**src/sv/ssn_pkg.sv**
```systemverilog
// Shared types, constants and control encodings for the spectrum smoothing/normalizing block.
package ssn_pkg;

  localparam int MAX_LEN_DEF    = 1024;
  localparam int MAX_WINDOW_DEF = 255;
  localparam int FRAC_BITS_DEF  = 16;

  localparam int SMP_W      = 24;
  localparam int OUT_W      = 40;
  localparam int IDX_W      = 10;
  localparam int SPEC_LEN_W = 11;
  localparam int WIN_CFG_W  = 8;
  localparam int CFG_IDX_W  = 2;
  localparam int CFG_DATA_W = 10;

  localparam logic [CFG_IDX_W-1:0] REG_SMOOTH_MODE = CFG_IDX_W'(0);
  localparam logic [CFG_IDX_W-1:0] REG_SMOOTH_WIN  = CFG_IDX_W'(1);
  localparam logic [CFG_IDX_W-1:0] REG_NORM_MODE   = CFG_IDX_W'(2);
  localparam logic [CFG_IDX_W-1:0] REG_NORM_INDEX  = CFG_IDX_W'(3);

  localparam logic [1:0] NORM_NONE   = 2'd0;
  localparam logic [1:0] NORM_MINMAX = 2'd1;
  localparam logic [1:0] NORM_MEAN   = 2'd2;
  localparam logic [1:0] NORM_INDEX  = 2'd3;

  localparam logic ITEM_LOAD = 1'b0;
  localparam logic ITEM_READ = 1'b1;

  localparam logic signed [OUT_W-1:0] OUT_MAX = {1'b0, {(OUT_W-1){1'b1}}};
  localparam logic signed [OUT_W-1:0] OUT_MIN = {1'b1, {(OUT_W-1){1'b0}}};

  typedef struct packed {
    logic                    mode;
    logic signed [SMP_W-1:0] sample;
    logic                    last;
    logic [IDX_W-1:0]        read_index;
  } item_t;

  typedef struct packed {
    logic signed [OUT_W-1:0] value;
    logic                    in_range;
    logic [SPEC_LEN_W-1:0]   spectrum_length;
    logic                    overflowed;
  } result_t;

  typedef enum logic [4:0] {
    OP_NONE, OP_LOAD, OP_RD_ISSUE, OP_OUT_LOAD, OP_SETUP,
    OP_PRE_RD, OP_PRE_ACC, OP_ADD_RD, OP_ADD_ACC, OP_SUB_RD, OP_SUB_ACC,
    OP_SM_DIV, OP_SM_WR, OP_IDX_RD, OP_IDX_CAP, OP_N_RD, OP_N_CAP,
    OP_N_PREP, OP_N_DIV, OP_N_WR, OP_DONE
  } dp_op_t;

  typedef enum logic [4:0] {
    S_IDLE, S_RD_WAIT, S_SETUP, S_PRE_RD, S_PRE_ACC, S_ADD_RD, S_ADD_ACC,
    S_SUB_RD, S_SUB_ACC, S_SM_DIV, S_SM_WAIT, S_SM_WR, S_IDX_RD, S_IDX_CAP,
    S_N_RD, S_N_CAP, S_N_PREP, S_N_DIV, S_N_WAIT, S_N_WR, S_DONE
  } state_t;

  typedef struct packed {
    dp_op_t op;
  } dp_cmd_t;

  typedef struct packed {
    logic smooth;
    logic pre_more;
    logic add_ok;
    logic sub_ok;
    logic last_elem;
    logic need_div;
    logic div_busy;
    logic out_full;
  } dp_status_t;

endpackage

```
**src/sv/ssn_ctrl.sv**
```systemverilog
// Controller: sequences load, read and the smoothing and normalization passes.
module ssn_ctrl import ssn_pkg::*; (
  input  logic       clk,
  input  logic       rst,
  input  logic       item_valid,
  input  item_t      item,
  output logic       item_stall,
  output dp_cmd_t    cmd,
  input  dp_status_t status
);

  state_t state;
  state_t state_next;
  logic   accept;

  // take items only when idle
  assign item_stall = state != S_IDLE;
  assign accept     = item_valid && !item_stall;

  always_ff @(posedge clk) begin
    if (rst) begin
      state <= S_IDLE;
    end else begin
      state <= state_next;
    end
  end

  // next state
  always_comb begin
    state_next = state;
    case (state)
      S_IDLE: begin
        if (accept) begin
          if (item.mode == ITEM_READ) begin
            state_next = S_RD_WAIT;
          end else if (item.last) begin
            state_next = S_SETUP;
          end
        end
      end
      // hold the read until the result register frees
      S_RD_WAIT:  state_next = status.out_full ? S_RD_WAIT : S_IDLE;
      S_SETUP:    state_next = S_PRE_RD;
      S_PRE_RD:   state_next = status.pre_more ? S_PRE_ACC : S_ADD_RD;
      S_PRE_ACC:  state_next = S_PRE_RD;
      S_ADD_RD:   state_next = (!status.smooth || status.add_ok) ? S_ADD_ACC : S_SUB_RD;
      S_ADD_ACC:  state_next = status.smooth ? S_SUB_RD : S_SM_WR;
      S_SUB_RD:   state_next = status.sub_ok ? S_SUB_ACC : S_SM_DIV;
      S_SUB_ACC:  state_next = S_SM_DIV;
      S_SM_DIV:   state_next = S_SM_WAIT;
      S_SM_WAIT:  state_next = status.div_busy ? S_SM_WAIT : S_SM_WR;
      S_SM_WR:    state_next = status.last_elem ? S_IDX_RD : S_ADD_RD;
      S_IDX_RD:   state_next = S_IDX_CAP;
      S_IDX_CAP:  state_next = S_N_RD;
      S_N_RD:     state_next = S_N_CAP;
      S_N_CAP:    state_next = S_N_PREP;
      S_N_PREP:   state_next = status.need_div ? S_N_DIV : S_N_WR;
      S_N_DIV:    state_next = S_N_WAIT;
      S_N_WAIT:   state_next = status.div_busy ? S_N_WAIT : S_N_WR;
      S_N_WR:     state_next = status.last_elem ? S_DONE : S_N_RD;
      S_DONE:     state_next = S_IDLE;
      default:    state_next = S_IDLE;
    endcase
  end

  // datapath command
  always_comb begin
    cmd.op = OP_NONE;
    case (state)
      S_IDLE: begin
        if (accept) begin
          cmd.op = (item.mode == ITEM_READ) ? OP_RD_ISSUE : OP_LOAD;
        end
      end
      S_RD_WAIT:  cmd.op = status.out_full ? OP_NONE : OP_OUT_LOAD;
      S_SETUP:    cmd.op = OP_SETUP;
      S_PRE_RD:   cmd.op = status.pre_more ? OP_PRE_RD : OP_NONE;
      S_PRE_ACC:  cmd.op = OP_PRE_ACC;
      S_ADD_RD:   cmd.op = (!status.smooth || status.add_ok) ? OP_ADD_RD : OP_NONE;
      S_ADD_ACC:  cmd.op = OP_ADD_ACC;
      S_SUB_RD:   cmd.op = status.sub_ok ? OP_SUB_RD : OP_NONE;
      S_SUB_ACC:  cmd.op = OP_SUB_ACC;
      S_SM_DIV:   cmd.op = OP_SM_DIV;
      S_SM_WR:    cmd.op = OP_SM_WR;
      S_IDX_RD:   cmd.op = OP_IDX_RD;
      S_IDX_CAP:  cmd.op = OP_IDX_CAP;
      S_N_RD:     cmd.op = OP_N_RD;
      S_N_CAP:    cmd.op = OP_N_CAP;
      S_N_PREP:   cmd.op = OP_N_PREP;
      S_N_DIV:    cmd.op = OP_N_DIV;
      S_N_WR:     cmd.op = OP_N_WR;
      S_DONE:     cmd.op = OP_DONE;
      default:    cmd.op = OP_NONE;
    endcase
  end

endmodule

```
**config.mk**
```make
export PLATFORM = sky130hd
export DESIGN_NAME = ssn_ctrl
export DESIGN_NICKNAME = d
export VERILOG_FILES = /design/src/sv/ssn_pkg.sv /design/src/sv/ssn_ctrl.sv
export SDC_FILE = /design/constraint.sdc
export NUM_CORES = 1
export LEC_CHECK = 0
export CAP_MARGIN = 0
export CORE_MARGIN = 2
export CORE_UTILIZATION = 50
export CTS_CLUSTER_DIAMETER = 200
export DETAILED_ROUTE_END_ITERATION = 10
export DONT_BUFFER_PORTS = 1
export GPL_TIMING_DRIVEN = 0
export SLEW_MARGIN = 20
export SYNTH_ARGS = -nofsm -noshare
export SYNTH_HDL_FRONTEND = slang
export SYNTH_SLANG_ARGS = --single-unit
```
**constraint.sdc**
```tcl
create_clock -name clk -period 1.6 [get_ports clk]
set_input_delay 0.16 -clock clk [delete_from_list [all_inputs] [get_ports clk]]
set_output_delay 0.16 -clock clk [all_outputs]
set_load 0.05 [all_outputs]
```
==> results by group <==
STA
  • Minimum clock period: 1790 ps
  • Pins Over Slew Limit: 0
  • Fmax: 0.559 GHz
  • Skew final: 19.0 ps
  • Final Cycle Share: 112%
  • Slew headroom: between 60 and 70%
  • Final TNS setup: -744 ps
  • RSZ-0062 raised after global routing: true
  • Final setup viols: 5
  • Final WS setup: -190 ps
  • Final hold vios: 0
  • Worst Tran Pin Value: roughly 580 ps

CTS
  • CTS tree: yes
  • Root buffer cell: clkbuf_4
  • TritonCTS Sinks: 5
  • Clk_lat worst skew: 260 ps
  • Clock Pin Slew Worst Setup and Hold Paths: around 60 ps
  • Num CTS Buffers: 3
  • Clock buffer depth: 2
  • CTS HTree Levels: 1

Routing
  • Top layer in use: met4
  • WL final: 3.31 mm
  • Number of DRC markers in iteration 0: 90
  • Via count: 1,085
  • Routed wire per std cell: 22.7 µm
  • Via-to-Cell Ratio: about 7.4
  • Met2 WL: 1.46 mm
  • Met1 Wirelength: 1.20 mm
  • Metal3 WL: between 400 and 500 µm
  • DRC Markers: 0
  • Antenna-violating nets left: 0
  • Total iterations of the first detailed-routing run: 5

Floorplanning
  • Std-Cell Core Area: 1330 µm²
  • Number of core rows: 13
  • Top-Level Pins: 53
  • Die Wd: 42.1 µm
  • Die area: 1770 µm²
  • Initial Util: 54.5%
  • Die extent in y: 42.1 µm

Place
  • Final GP Congestion: 0.891
  • I/O Buffers: 0
  • Placed cell area: 774 µm²
  • Hpwl dp: around 1.6 mm
  • Place WS: -320 ps

Global route
  • Gr usage total: 29.9%
  • Antenna violations before repair: 0
  • GRT Residual Overflow: 0
  • Vias in the first global route: 849
  • Largest net degree at the start of global routing: 11
  • Global-route wire length before repair: 4.15 mm

Worst setup path
  • Cell breakdown of the critical path: buf_6 > buf_4 > buf_8 > a2111oi_4 > a31oi_4 > nand3_4
  • Worst Setup End Kind: primary output
  • WP data required: roughly 1400 ps
  • Startpoint types: flip-flop
  • CP peak stage delay: 370 ps
  • Critical path arrival: approximately 1600 ps
  • Crit-path max FO: 6
  • Buf/Inv on CP: 3
  • Critical path class: flip-flop to primary output
  • Delay-heaviest family, CP: compound AO/OA/AOI/OAI gates
  • Crit path max-delay cell type: a2111oi_4

Finish
  • Largest register FFs: 5
  • Largest regs: state (5)
  • N_diodes: 0
  • Layout cells sized above 1: ~49%
  • Finished Cell Area: 1180 µm²
  • Area Overhead vs Synth: 62.0%
  • Final net count: between 150 and 200
  • Final Core Density: 88.3%
  • Fillcell total: between 60 and 70
  • Largest Register: state

Power
  • P_int: 441 µW
  • Clock power share: 20.9%
  • Psw: around 360 µW
  • PD cells: roughly 680 nW/µm²
  • Max VDD drop: 0.455 mV
  • Leak: 0.445 nW
  • Overall power: 798 µW
  • Seq pwr share: 17.6%
  • Logic pwr share: 61.4%
  • Sw frac: roughly 45%

Yosys
  • Post-synth top flop: dfxtp_1
  • Post-Syn Nets: 153
  • Sequential share of the synthesized area: between 10% and 20%
  • Post-Syn Instances: 106
  • Async S/R FF share, synth: 0%
  • Number of flops mapped to enable cells by yosys: 0
  • Post-synthesis register bit count: 5
  • Synth Warn #: 0
  • Post-Syn Area: 727 µm²
  • Synth cell types: 38
  • Syn Area/Cell: 6.86 µm²

Outcome
  • Status: complete, but fails checks
  • Failing checks: negative setup slack

Job
  • Maxcap violations: 0

Min path
  • HP Class: input pin to flip-flop
-- layout by cell type (no fill, tap or decap), types with 2 or more instances in the layout --
cell type | synthesis | routed
a21o_1 | 4 | 4
a21oi_1 | 6 | 4
a31oi_1 | 7 | 6
buf_4 | 0 | 20
buf_6 | 3 | 4
buf_8 | 0 | 3
clkbuf_4 | 0 | 4
dfxtp_2 | 0 | 2
dfxtp_4 | 0 | 2
inv_1 | 4 | 3
inv_2 | 1 | 2
nand2_1 | 6 | 5
nand2b_1 | 5 | 4
nand3_1 | 5 | 3
nor2_1 | 10 | 10
nor2b_1 | 5 | 2
nor2b_4 | 0 | 2
o2111ai_1 | 3 | 2
o21ai_0 | 10 | 7
o21ai_2 | 0 | 2
o21bai_1 | 2 | 2
-- power groups by stage --
stage | Combinational [mW] | Clock, mW | Sequential [mW]
after global placement | 0.272 | 0 | 0.142
after detailed placement | 0.270 | 0 | 0.142
final | 0.491 | 0.167 | 0.141
after CTS | 0.335 | 0.150 | 0.140
after global routing | 0.503 | 0.169 | 0.142
after floorplan | 0.235 | 0 | 0.141
-- through the flow --
stage / instances / hold WS (ps)
after floorplan: 106 / 229
after global placement: 121 / 241
after detailed placement: 121 / 246
after CTS: 132 / 132
after global routing: 146 / 133
final: 146 / 122
-- cell families after synthesis --
logic type	after synthesis	synth area share, %
simple gates	42	33.2
compound gates	43	40.1
buf+inv	15	11.7
xor+xnor	1	1.21
flops	5	13.8
-- what timing repair did --
item | CTS | global route
setup buffers | 6 | 14
resized for setup | 25 | 34
gates cloned | 0 | 1
pin swaps | 7 | 12
hold buffers | 1 | 0
setup endpoints to repair | 6 | 10
hold endpoints to repair | 1 | 0
-- worst paths after layout --
check | startpoint | to | slack, ps | depth (start not counted)
worst max-delay path | state[1] | cmd[1] | -190 | 6
worst min-delay path | rst | state[0] | 120 | 2
worst max register to register | state[1] | state[0] | 30 | 6
worst min register to register | state[3] | state[4] | 770 | 3
-- Yosys cell counts, types with 2 or more instances --
| master | instances | share of area [%] |
|---|---|---|
| a31oi_1 | 7 | 6.0 |
| o2111ai_1 | 3 | 3.6 |
| nand2b_1 | 5 | 4.3 |
| nand3_1 | 5 | 3.4 |
| buf_6 | 3 | 4.6 |
| dfxtp_1 | 5 | 14 |
| nor2b_1 | 5 | 4.3 |
| buf_2 | 5 | 3.4 |
| o21bai_1 | 2 | 2.1 |
| nor2_1 | 10 | 5.2 |
| o21ai_0 | 10 | 6.9 |
| nand2_1 | 6 | 3.1 |
| inv_1 | 4 | 2.1 |
| a2111oi_0 | 2 | 2.4 |
| a21oi_1 | 6 | 4.1 |
| or2_1 | 2 | 1.7 |
| clkbuf_1 | 2 | 1.0 |
| a21o_1 | 4 | 4.1 |
-- cell type report --
class | instances | area (µm²) | share of cell area, %
multi-input combinational | 86 | 736 | 62.5
timing repair buffer | 22 | 163 | 13.8
sequential | 5 | 110 | 9.35
buffer | 9 | 105 | 8.93
clock buffer | 4 | 26.3 | 2.23
inverter | 5 | 18.8 | 1.59
tap | 15 | 18.8 | 1.59
-- per-layer routing --
| layer | GRT usage (%) | vias to the layer above |
|---|---|---|
| met2 | 45.3 | 115 |
| met1 | 42.3 | 488 |
| li1 | - | 446 |
| met4 | 11.9 | 0 |
| met3 | 4.31 | 36 |
| met5 | 0 | - |
Power figures use the tool's default switching activity.
